## config.mk

```make
export PLATFORM = sky130hd
export DESIGN_NAME = hbm_per_bank_refresh_scheduler
export DESIGN_NICKNAME = d
export VERILOG_FILES = /design/src/rtl/hbmprs_pkg.sv /design/src/rtl/hbm_per_bank_refresh_scheduler.sv
export SDC_FILE = /design/constraint.sdc
export NUM_CORES = 1
export LEC_CHECK = 0
export BUFFER_PORTS_ARGS = -buffer_cell sky130_fd_sc_hd__buf_2
export CORE_AREA = 2 2 259 197
export CTS_CLUSTER_SIZE = 20
export DETAILED_ROUTE_END_ITERATION = 8
export DIE_AREA = 0 0 261 199
export SETUP_SLACK_MARGIN = 0.2
export SYNTH_ARGS = -nofsm -noshare
export SYNTH_HDL_FRONTEND = slang
export SYNTH_SLANG_ARGS = --single-unit
```

## constraint.sdc

```tcl
create_clock -name clock -period 23.9 [get_ports clock]
set_input_delay 1.195 -clock clock [delete_from_list [all_inputs] [get_ports clock]]
set_output_delay 1.195 -clock clock [all_outputs]
set_load 0.05 [all_outputs]
```

## src/rtl/hbmprs_pkg.sv

```systemverilog
// Package for the per-bank refresh scheduler: item types, register indexes
// and reset values of the configuration registers. No dependencies.
package hbmprs_pkg;

   localparam int TIME_W = 48;
   localparam int CSR_ADDR_W = 5;
   localparam int CSR_DATA_W = 32;

   // Register indexes, taken from paddr[4:2].
   localparam logic [2:0] REG_REFRESH_INTERVAL   = 3'd0;
   localparam logic [2:0] REG_RECOVERY_TIME      = 3'd1;
   localparam logic [2:0] REG_STACK_IDS_IN_USE   = 3'd2;
   localparam logic [2:0] REG_BLOCK_PER_STACK_ID = 3'd3;
   localparam logic [2:0] REG_BANK_GROUP_SHIFT   = 3'd4;

   localparam logic [15:0] RESET_REFRESH_INTERVAL   = 16'd1950;
   localparam logic [11:0] RESET_RECOVERY_TIME      = 12'd280;
   localparam logic [2:0]  RESET_STACK_IDS_IN_USE   = 3'd1;
   localparam logic        RESET_BLOCK_PER_STACK_ID = 1'b1;
   localparam logic [2:0]  RESET_BANK_GROUP_SHIFT   = 3'd2;
   localparam logic [2:0]  MAX_BANK_GROUP_SHIFT     = 3'd4;

   typedef struct packed {
      logic       accept;
      logic       issue_valid;
      logic       issue_scope;
      logic [5:0] issue_flat_bank;
   } hbmprs_req_type;

   typedef struct packed {
      logic       offer_valid;
      logic       offer_sent;
      logic       offer_scope;
      logic [1:0] offer_stack_id;
      logic [3:0] offer_bank_group;
      logic [3:0] offer_bank;
   } hbmprs_rsp_type;

endpackage

```

## src/rtl/hbm_per_bank_refresh_scheduler.sv

```systemverilog
// Per-bank refresh scheduler: one item per controller clock tick.
// Depends on hbmprs_pkg for item types and register constants.
// The result of an item is registered and shown in the cycle after acceptance.
// Throughput: one item per cycle unless rsp_ready stalls; the round seeding, the
// queue head and the boundary tracking are all updated by one level of logic
// between registers. Reset: synchronous, active high; clears all scheduler state
// and loads the register reset values at once, so there is no clearing pass.
module hbm_per_bank_refresh_scheduler #(
   parameter int SCOPES             = 2,
   parameter int STACK_IDS          = 4,
   parameter int BANKS_PER_STACK_ID = 16
) (
   input  logic                                clock,
   input  logic                                reset,
   input  logic                                req_valid,
   output logic                                req_ready,
   input  hbmprs_pkg::hbmprs_req_type          req_item,
   output logic                                rsp_valid,
   input  logic                                rsp_ready,
   output hbmprs_pkg::hbmprs_rsp_type          rsp_item,
   input  logic                                psel,
   input  logic                                penable,
   input  logic                                pwrite,
   input  logic [hbmprs_pkg::CSR_ADDR_W-1:0]   paddr,
   input  logic [hbmprs_pkg::CSR_DATA_W-1:0]   pwdata,
   output logic [hbmprs_pkg::CSR_DATA_W-1:0]   prdata,
   output logic                                pready
);
   import hbmprs_pkg::*;

   localparam int SC_W   = $clog2(SCOPES + 1);
   localparam int SID_W  = (STACK_IDS > 1) ? $clog2(STACK_IDS) : 1;
   localparam int SCNT_W = $clog2(STACK_IDS + 1);
   localparam int IB_W   = $clog2(BANKS_PER_STACK_ID);
   localparam int FB_W   = $clog2(STACK_IDS * BANKS_PER_STACK_ID);
   localparam int CMP_W  = (FB_W > 6) ? FB_W : 6;
   localparam int EW     = (IB_W > 4) ? IB_W : 4;

   // Configuration registers.
   logic [15:0] refresh_interval_ff;
   logic [11:0] recovery_time_ff;
   logic [2:0]  stack_ids_in_use_ff;
   logic        block_per_stack_id_ff;
   logic [2:0]  bank_group_shift_ff;

   // Scheduler state.
   logic [TIME_W-1:0] clock_count_ff, clock_count_in;
   logic [TIME_W-1:0] next_time_ff, next_time_in;
   logic [SID_W-1:0]  round_sid_ff, round_sid_in;
   logic [IB_W-1:0]   round_ib_ff, round_ib_in;
   logic [SID_W-1:0]  queue_sid_ff, queue_sid_in;
   logic [IB_W-1:0]   queue_ib_ff, queue_ib_in;
   logic [SC_W-1:0]   queue_scope_ff, queue_scope_in;
   logic              awaiting_ff [SCOPES];
   logic              awaiting_in [SCOPES];
   logic [FB_W-1:0]   boundary_bank_ff [SCOPES];
   logic [FB_W-1:0]   boundary_bank_in [SCOPES];
   logic [TIME_W-1:0] allowed_time_ff [SCOPES];
   logic [TIME_W-1:0] allowed_time_in [SCOPES];

   logic              rsp_valid_ff, rsp_valid_in;
   hbmprs_rsp_type    rsp_item_ff, rsp_item_in;

   // Step logic.
   logic              step_fire;
   logic              csr_write;
   logic [2:0]        csr_index;
   logic [TIME_W-1:0] clock_next;
   logic [SCNT_W-1:0] stacks_used;
   logic [SID_W-1:0]  last_sid;
   logic              seed_ok;
   logic              queue_busy;
   logic              head_valid;
   logic [SID_W-1:0]  head_sid;
   logic [IB_W-1:0]   head_ib;
   logic [SC_W-1:0]   head_scope;
   logic [FB_W-1:0]   head_flat;
   logic              sid_block_end;
   logic              head_boundary;
   logic [2:0]        shift_used;
   logic [EW-1:0]     head_ib_ext;
   logic [EW-1:0]     group_ext;
   logic [EW-1:0]     bank_ext;

   assign step_fire = req_valid && req_ready;
   assign req_ready = !rsp_valid_ff || rsp_ready;
   assign rsp_valid = rsp_valid_ff;
   assign rsp_item  = rsp_item_ff;
   assign csr_write = psel && penable && pwrite;
   assign csr_index = paddr[4:2];
   assign pready    = 1'b1;
   assign clock_next = clock_count_ff + TIME_W'(1);

   always_comb begin
      if (stack_ids_in_use_ff == 3'd0) begin
         stacks_used = SCNT_W'(1);
      end else if (32'(stack_ids_in_use_ff) > STACK_IDS) begin
         stacks_used = SCNT_W'(STACK_IDS);
      end else begin
         stacks_used = SCNT_W'(stack_ids_in_use_ff);
      end
   end

   assign last_sid   = SID_W'(stacks_used - SCNT_W'(1));
   assign shift_used = (bank_group_shift_ff > MAX_BANK_GROUP_SHIFT) ?
                       MAX_BANK_GROUP_SHIFT : bank_group_shift_ff;

   always_comb begin
      clock_count_in = clock_count_ff;
      next_time_in   = next_time_ff;
      round_sid_in   = round_sid_ff;
      round_ib_in    = round_ib_ff;
      queue_sid_in   = queue_sid_ff;
      queue_ib_in    = queue_ib_ff;
      queue_scope_in = queue_scope_ff;
      rsp_valid_in   = rsp_valid_ff;
      rsp_item_in    = rsp_item_ff;
      seed_ok        = 1'b1;
      head_valid     = 1'b0;
      head_sid       = queue_sid_ff;
      head_ib        = queue_ib_ff;
      head_scope     = queue_scope_ff;
      head_flat      = '0;
      sid_block_end  = 1'b0;
      head_boundary  = 1'b0;
      head_ib_ext    = '0;
      group_ext      = '0;
      bank_ext       = '0;
      queue_busy     = 32'(queue_scope_ff) < SCOPES;

      // Issue reports are taken first; they free the scope and start its hold-off.
      for (int s = 0; s < SCOPES; s++) begin
         awaiting_in[s]      = awaiting_ff[s];
         boundary_bank_in[s] = boundary_bank_ff[s];
         allowed_time_in[s]  = allowed_time_ff[s];
         if (step_fire && req_item.issue_valid && 32'(req_item.issue_scope) == s &&
             awaiting_ff[s] &&
             CMP_W'(boundary_bank_ff[s]) == CMP_W'(req_item.issue_flat_bank)) begin
            awaiting_in[s]     = 1'b0;
            allowed_time_in[s] = clock_next + TIME_W'(recovery_time_ff);
         end
      end

      for (int s = 0; s < SCOPES; s++) begin
         if (awaiting_in[s] || clock_next < allowed_time_in[s]) begin
            seed_ok = 1'b0;
         end
      end

      if (step_fire) begin
         clock_count_in = clock_next;
         rsp_valid_in   = 1'b1;
         rsp_item_in    = '0;

         if (queue_busy) begin
            head_valid = 1'b1;
         end else if (clock_next >= next_time_ff && seed_ok) begin
            head_valid  = 1'b1;
            head_scope  = '0;
            // A round bank beyond the stack IDs in use falls back to bank 0.
            if (SCNT_W'(round_sid_ff) < stacks_used) begin
               head_sid = round_sid_ff;
               head_ib  = round_ib_ff;
            end else begin
               head_sid = '0;
               head_ib  = '0;
            end
            queue_sid_in   = head_sid;
            queue_ib_in    = head_ib;
            queue_scope_in = '0;
            if (head_ib == IB_W'(BANKS_PER_STACK_ID - 1)) begin
               round_ib_in  = '0;
               round_sid_in = (head_sid == last_sid) ? '0 : head_sid + SID_W'(1);
            end else begin
               round_ib_in  = head_ib + IB_W'(1);
               round_sid_in = head_sid;
            end
            next_time_in = next_time_ff + TIME_W'(refresh_interval_ff);
         end

         // A head queued under a wider setting ends a block at any multiple
         // of the stack IDs now in use.
         for (int k = 1; k <= STACK_IDS; k++) begin
            if (32'(head_sid) + 1 == k * 32'(stacks_used)) begin
               sid_block_end = 1'b1;
            end
         end

         head_flat     = FB_W'(32'(head_sid) * BANKS_PER_STACK_ID) + FB_W'(head_ib);
         head_boundary = (head_ib == IB_W'(BANKS_PER_STACK_ID - 1)) &&
                         (block_per_stack_id_ff || sid_block_end);
         head_ib_ext   = EW'(head_ib);
         group_ext     = head_ib_ext >> shift_used;
         bank_ext      = head_ib_ext & ((EW'(1) << shift_used) - EW'(1));

         if (head_valid) begin
            rsp_item_in.offer_valid      = 1'b1;
            rsp_item_in.offer_sent       = req_item.accept;
            rsp_item_in.offer_scope      = head_scope[0];
            rsp_item_in.offer_stack_id   = 2'(head_sid);
            rsp_item_in.offer_bank_group = group_ext[3:0];
            rsp_item_in.offer_bank       = bank_ext[3:0];
            if (req_item.accept) begin
               queue_scope_in = head_scope + SC_W'(1);
               // The last bank of a refresh block waits for its issue report.
               for (int s = 0; s < SCOPES; s++) begin
                  if (head_boundary && 32'(head_scope) == s) begin
                     awaiting_in[s]      = 1'b1;
                     boundary_bank_in[s] = head_flat;
                  end
               end
            end
         end
      end else if (rsp_ready) begin
         rsp_valid_in = 1'b0;
      end

      // Writing the interval restarts the deadline from the present clock.
      if (csr_write && csr_index == REG_REFRESH_INTERVAL) begin
         next_time_in = clock_count_ff + TIME_W'(pwdata[15:0]);
      end
   end

   always_comb begin
      case (csr_index)
         REG_REFRESH_INTERVAL:   prdata = CSR_DATA_W'(refresh_interval_ff);
         REG_RECOVERY_TIME:      prdata = CSR_DATA_W'(recovery_time_ff);
         REG_STACK_IDS_IN_USE:   prdata = CSR_DATA_W'(stack_ids_in_use_ff);
         REG_BLOCK_PER_STACK_ID: prdata = CSR_DATA_W'(block_per_stack_id_ff);
         REG_BANK_GROUP_SHIFT:   prdata = CSR_DATA_W'(bank_group_shift_ff);
         default:                prdata = '0;
      endcase
   end

   always_ff @(posedge clock) begin
      if (reset) begin
         refresh_interval_ff   <= RESET_REFRESH_INTERVAL;
         recovery_time_ff      <= RESET_RECOVERY_TIME;
         stack_ids_in_use_ff   <= RESET_STACK_IDS_IN_USE;
         block_per_stack_id_ff <= RESET_BLOCK_PER_STACK_ID;
         bank_group_shift_ff   <= RESET_BANK_GROUP_SHIFT;
      end else if (csr_write) begin
         case (csr_index)
            REG_REFRESH_INTERVAL:   refresh_interval_ff   <= pwdata[15:0];
            REG_RECOVERY_TIME:      recovery_time_ff      <= pwdata[11:0];
            REG_STACK_IDS_IN_USE:   stack_ids_in_use_ff   <= pwdata[2:0];
            REG_BLOCK_PER_STACK_ID: block_per_stack_id_ff <= pwdata[0];
            REG_BANK_GROUP_SHIFT:   bank_group_shift_ff   <= pwdata[2:0];
            default: begin
            end
         endcase
      end
   end

   always_ff @(posedge clock) begin
      if (reset) begin
         clock_count_ff <= '0;
         next_time_ff   <= TIME_W'(RESET_REFRESH_INTERVAL);
         round_sid_ff   <= '0;
         round_ib_ff    <= '0;
         queue_sid_ff   <= '0;
         queue_ib_ff    <= '0;
         queue_scope_ff <= SC_W'(SCOPES);
         rsp_valid_ff   <= 1'b0;
         for (int s = 0; s < SCOPES; s++) begin
            awaiting_ff[s]      <= 1'b0;
            boundary_bank_ff[s] <= '0;
            allowed_time_ff[s]  <= '0;
         end
      end else begin
         clock_count_ff <= clock_count_in;
         next_time_ff   <= next_time_in;
         round_sid_ff   <= round_sid_in;
         round_ib_ff    <= round_ib_in;
         queue_sid_ff   <= queue_sid_in;
         queue_ib_ff    <= queue_ib_in;
         queue_scope_ff <= queue_scope_in;
         rsp_valid_ff   <= rsp_valid_in;
         for (int s = 0; s < SCOPES; s++) begin
            awaiting_ff[s]      <= awaiting_in[s];
            boundary_bank_ff[s] <= boundary_bank_in[s];
            allowed_time_ff[s]  <= allowed_time_in[s];
         end
      end
   end

   always_ff @(posedge clock) begin
      rsp_item_ff <= rsp_item_in;
   end

endmodule

```

==> summary.md <==
| Metric | Value |
|---|---|
| Required arrival time at the worst endpoint | about 24000 ps |
| Total via count after detailed routing | 17530 |
| Setup Crit Path Kind | reg2reg |
| Final period demand of the worst path | between 10000 and 15000 ps |
| Max capacitance violation total | 0 |
| Part of the total power dissipated in combinational logic | 10.9% |
| Post-route clock period utilization | between 40% and 50% |
| Setup repair after global routing missed its margin | false |
| Worst Hold Slack | around 450 ps |
| Fraction of power consumed by the clock network | 44.6% |
| CTS clock-pin slew for the worst setup and hold paths | roughly 60 ps |
| Number of buffers inserted to repair setup after CTS | 0 |
| Layout Cells excl Fill | ~3100 |
| Buffers from clock root to sink, at most | 3 |
| Unique cell type count in the Yosys netlist | 70 |
| Maximum fanout along the worst path | 11 |
| Final setup vio count | 0 |
| Critical path arrival | between 10000 and 15000 ps |
| CTS tree | done |
| Biggest area contributors in the synthesized netlist | dfxtp_1, ha_1, nor2_1, xnor2_1, a21oi_1 |
| Final weighted congestion in routability-driven placement | 0.9147 |
| Mapped Area | a little under 20000 um^2 |
| Fraction of final layout cells sized beyond drive strength 1 | between 6 and 7% |
| CTS Sinks | between 200 and 300 |
| Clock tree skew after final layout | 27.49 ps |
| Initial detailed-routing violation count | ~1400 |
| Internal Pwr Total | between 0.0007 and 0.0008 W |
| Ports placed on the boundary | approximately 100 |
| Number of optimization iterations in the first detailed-route pass | 5 |
| TritonCTS buffer count | 31 |
| Crit. End Element | flop |
| Most instantiated flip-flop cell in the synthesis netlist | dfxtp_1 |
| Most instantiated cells after synthesis | nor2_1, dfxtp_1, ha_1 |
| Count of unresolved DRC violations after routing | 0 |
| Sequential fraction of design power | 44.5% |
| Global-route track usage on met3 | about 3.5% |
| DIE AREA | between 50000 and 60000 um^2 |
| Number of global-route vias before repair | around 16000 |
| GR Layer Usage met1 | between 30 and 40% |
| Effective utilization at floorplan | between 30% and 40% |
| Detailed placement HPWL | 41.98 mm |
| Global-route wire length before repair | ~90 mm |
| Area after DPL | slightly above 20000 um^2 |
| Cell total after placement | roughly 3100 |
| Share of synthesized area occupied by flip-flops and latches | between 20% and 30% |
| Die Wd | 261 um |
| Post-Syn Area per Cell | roughly 8 um^2 |
| Final number of max-transition violations | 0 |
| Switching portion of total power | a little over a quarter |
| Power Dens Cells | approximately 49 nW/um^2 |
| Met2 routing resource usage after global routing | ~31% |
| Final hold vios | 0 |
| Aggregate negative setup slack | 0 ps |
| Final Cell Area | roughly 21000 um^2 |
| Wirelength per Cell | 18.08 um |
| Library cell occupying the most area in the post-synthesis netlist | dfxtp_1 |
| Post-CTS sizing | 0 |
| Flip-flop and latch count after synthesis | around 270 |
| Slew HR | 28.75% |
| Most repeated cell in the gate-level netlist after synthesis | nor2_1 |
| Fmax achieved | approximately 92 MHz |
| Vias/cell | ~5.6 |
| Leftover overflow at the end of global routing | 0 |
| Detail Route Antenna Nets | 0 |
| Net switching power figure | 0.0002822 W |
| Net count reported at finish | roughly 2700 |
| Slew at the pin closest to its max-slew limit | 1060 ps |
| Post-layout worst setup margin | ~13000 ps |
| Leak pwr | 8.913 nW |
| Synthesized netlist cell count | roughly 2500 |
| Std-Cell Rows | 71 |
| Maximum number of pins on one net before global-route repair | slightly below 100 |
| Hold/Removal Path Class | reg2reg |
| Number of enable flip-flop cells after synthesis | 13 |
| Worst Setup Start Kind | flop |
| Total Wirelength | between 50 and 60 mm |
| CTS hold repair buffers | 0 |
| IR Drop Worst-Case VDD | just over 0.05 mV |
| H-tree levels | 1 |
| Vertical die dimension | ~200 um |
| Area growth syn-to-layout | 8.753% |
| Skew-Pair Late Insertion Delay | about 600 ps |
| Root buf cell | clkbuf_16 |
| Share of Yosys cell area claimed by the top area cell type | 26.25% |
| GR Util All Layers | ~22% |
| Core area | 49570 um^2 |
| Async set-reset flop share out of synthesis | 0% |
| Setup slack after placement | about 13000 ps |
| Gr busiest metal | met1 |
| Status | finished clean |
| Quantity of I/O buffers inserted on ports | 65 |
| Total of warnings raised by yosys | 0 |
| Antenna violations before repair | 0 |
cell usage in the layout (no fill, tap or decap), types with 14 or more instances in the layout:
master	n
dfxtp_1	256
nand2b_1	22
nand4_1	65
ha_1	195
nor2_1	293
nand2_1	179
a21o_1	40
inv_1	110
nor2b_1	25
conb_1	17
xor2_1	81
a21oi_1	183
a211o_1	14
nor3_1	74
nand3_1	69
o21ai_0	85
nand3b_1	14
or3_1	36
clkbuf_16	31
mux2i_1	89
o211ai_1	17
o21a_1	14
buf_2	64
a31oi_1	15
and2_1	40
a211oi_1	55
nor4_1	44
xnor2_1	114
or2_2	14
and3_1	14
buf_4	23
layer usage:
layer	wire [um]	vias to the layer above	part of all wire (%)
met5	0	-	0
met4	1221	0	2.2
met3	3909	73	6.9
met2	22320	489	40
met1	29020	8230	51
li1	-	8734	-
cells by family (layout without fill, tap and decap cells):
kind of cell,Yosys count,in the layout,share of synthesized area [%]
fa+ha+maj,198,198,12.80
compound gates,503,503,16.28
simple gates,938,938,23.69
other cells,2,18,0.03846
buf+inv,264,254,5.459
mux,92,92,4.735
xor+xnor,195,195,8.747
flops,269,269,28.25
critical path, cell delays in order (launching register included):
cell       delay (ps)
dfxtp_1           690
ha_1              590
nand4_1           280
or3_1             390
a222oi_1          730
nand4_1           550
or4_1             750
nor4_2            970
a21o_1            230
nand3_1            90
and2_1            220
ha_1              290
nand4_1           200
nor4_1            540
nand2_1           160
a21oi_1           300
o211ai_1          230
nor2_1            430
mux2i_1           480
inv_1             120
ha_1              410
xor2_1            200
o311ai_0          370
o21ai_0           280
o31ai_1           630
o2111ai_1         360
a21oi_1           240
power by group through the flow:
stage | Clock (W) | Combinational [W] | Sequential (W)
2_1_floorplan | 0 | 0.0000790 | 0.000476
3_3_place_gp | 0 | 0.000111 | 0.000473
3_5_place_dp | 0 | 0.000112 | 0.000474
4_1_cts | 0.000475 | 0.000113 | 0.000464
5_1_grt | 0.000492 | 0.000125 | 0.000464
6_report | 0.000465 | 0.000114 | 0.000464
flip-flops by register name (all words and copies together) (netlist names), 4 cells and up:
| name | cells |
|---|---|
| clock_count_ff | 48 |
| queue_ib_ff | 4 |
| rsp_item | 13 |
| next_time_ff | 48 |
| allowed_time_ff | 96 |
| round_ib_ff | 4 |
| recovery_time_ff | 12 |
| refresh_interval_ff | 16 |
| boundary_bank_ff | 12 |
final cells by class:
type                            count  area [um^2]
Clock buffer                       50        907.1
Inverter                          111        416.7
Tap cell                          657        822.0
Multi-Input combinational cell   1943        13020
Clock inverter                      5        50.05
Timing Repair Buffer               88        506.7
Fill cell                        4991        28330
Antenna cell                        1        2.502
Sequential cell                   269         5515
metrics by stage:
step,util [%],total power [W]
2_1_floorplan,-,0.0005551
3_3_place_gp,40.90,0.0005839
3_5_place_dp,40.90,0.0005860
4_1_cts,42.83,0.001052
5_1_grt,42.83,0.001082
6_report,42.84,0.001042
path summary, 6_finish.rpt:
check	start	cells past startpoint	slack (ps)	endpoint
setup / recovery	clock_count_ff[0]	26	13050	boundary_bank_ff[0][9]
hold / removal	allowed_time_ff[0][89]	2	450	allowed_time_ff[0][89]
setup reg to reg	clock_count_ff[0]	26	13050	boundary_bank_ff[0][9]
hold reg to reg	allowed_time_ff[0][89]	2	450	allowed_time_ff[0][89]
(Power assumes the default switching activity.)
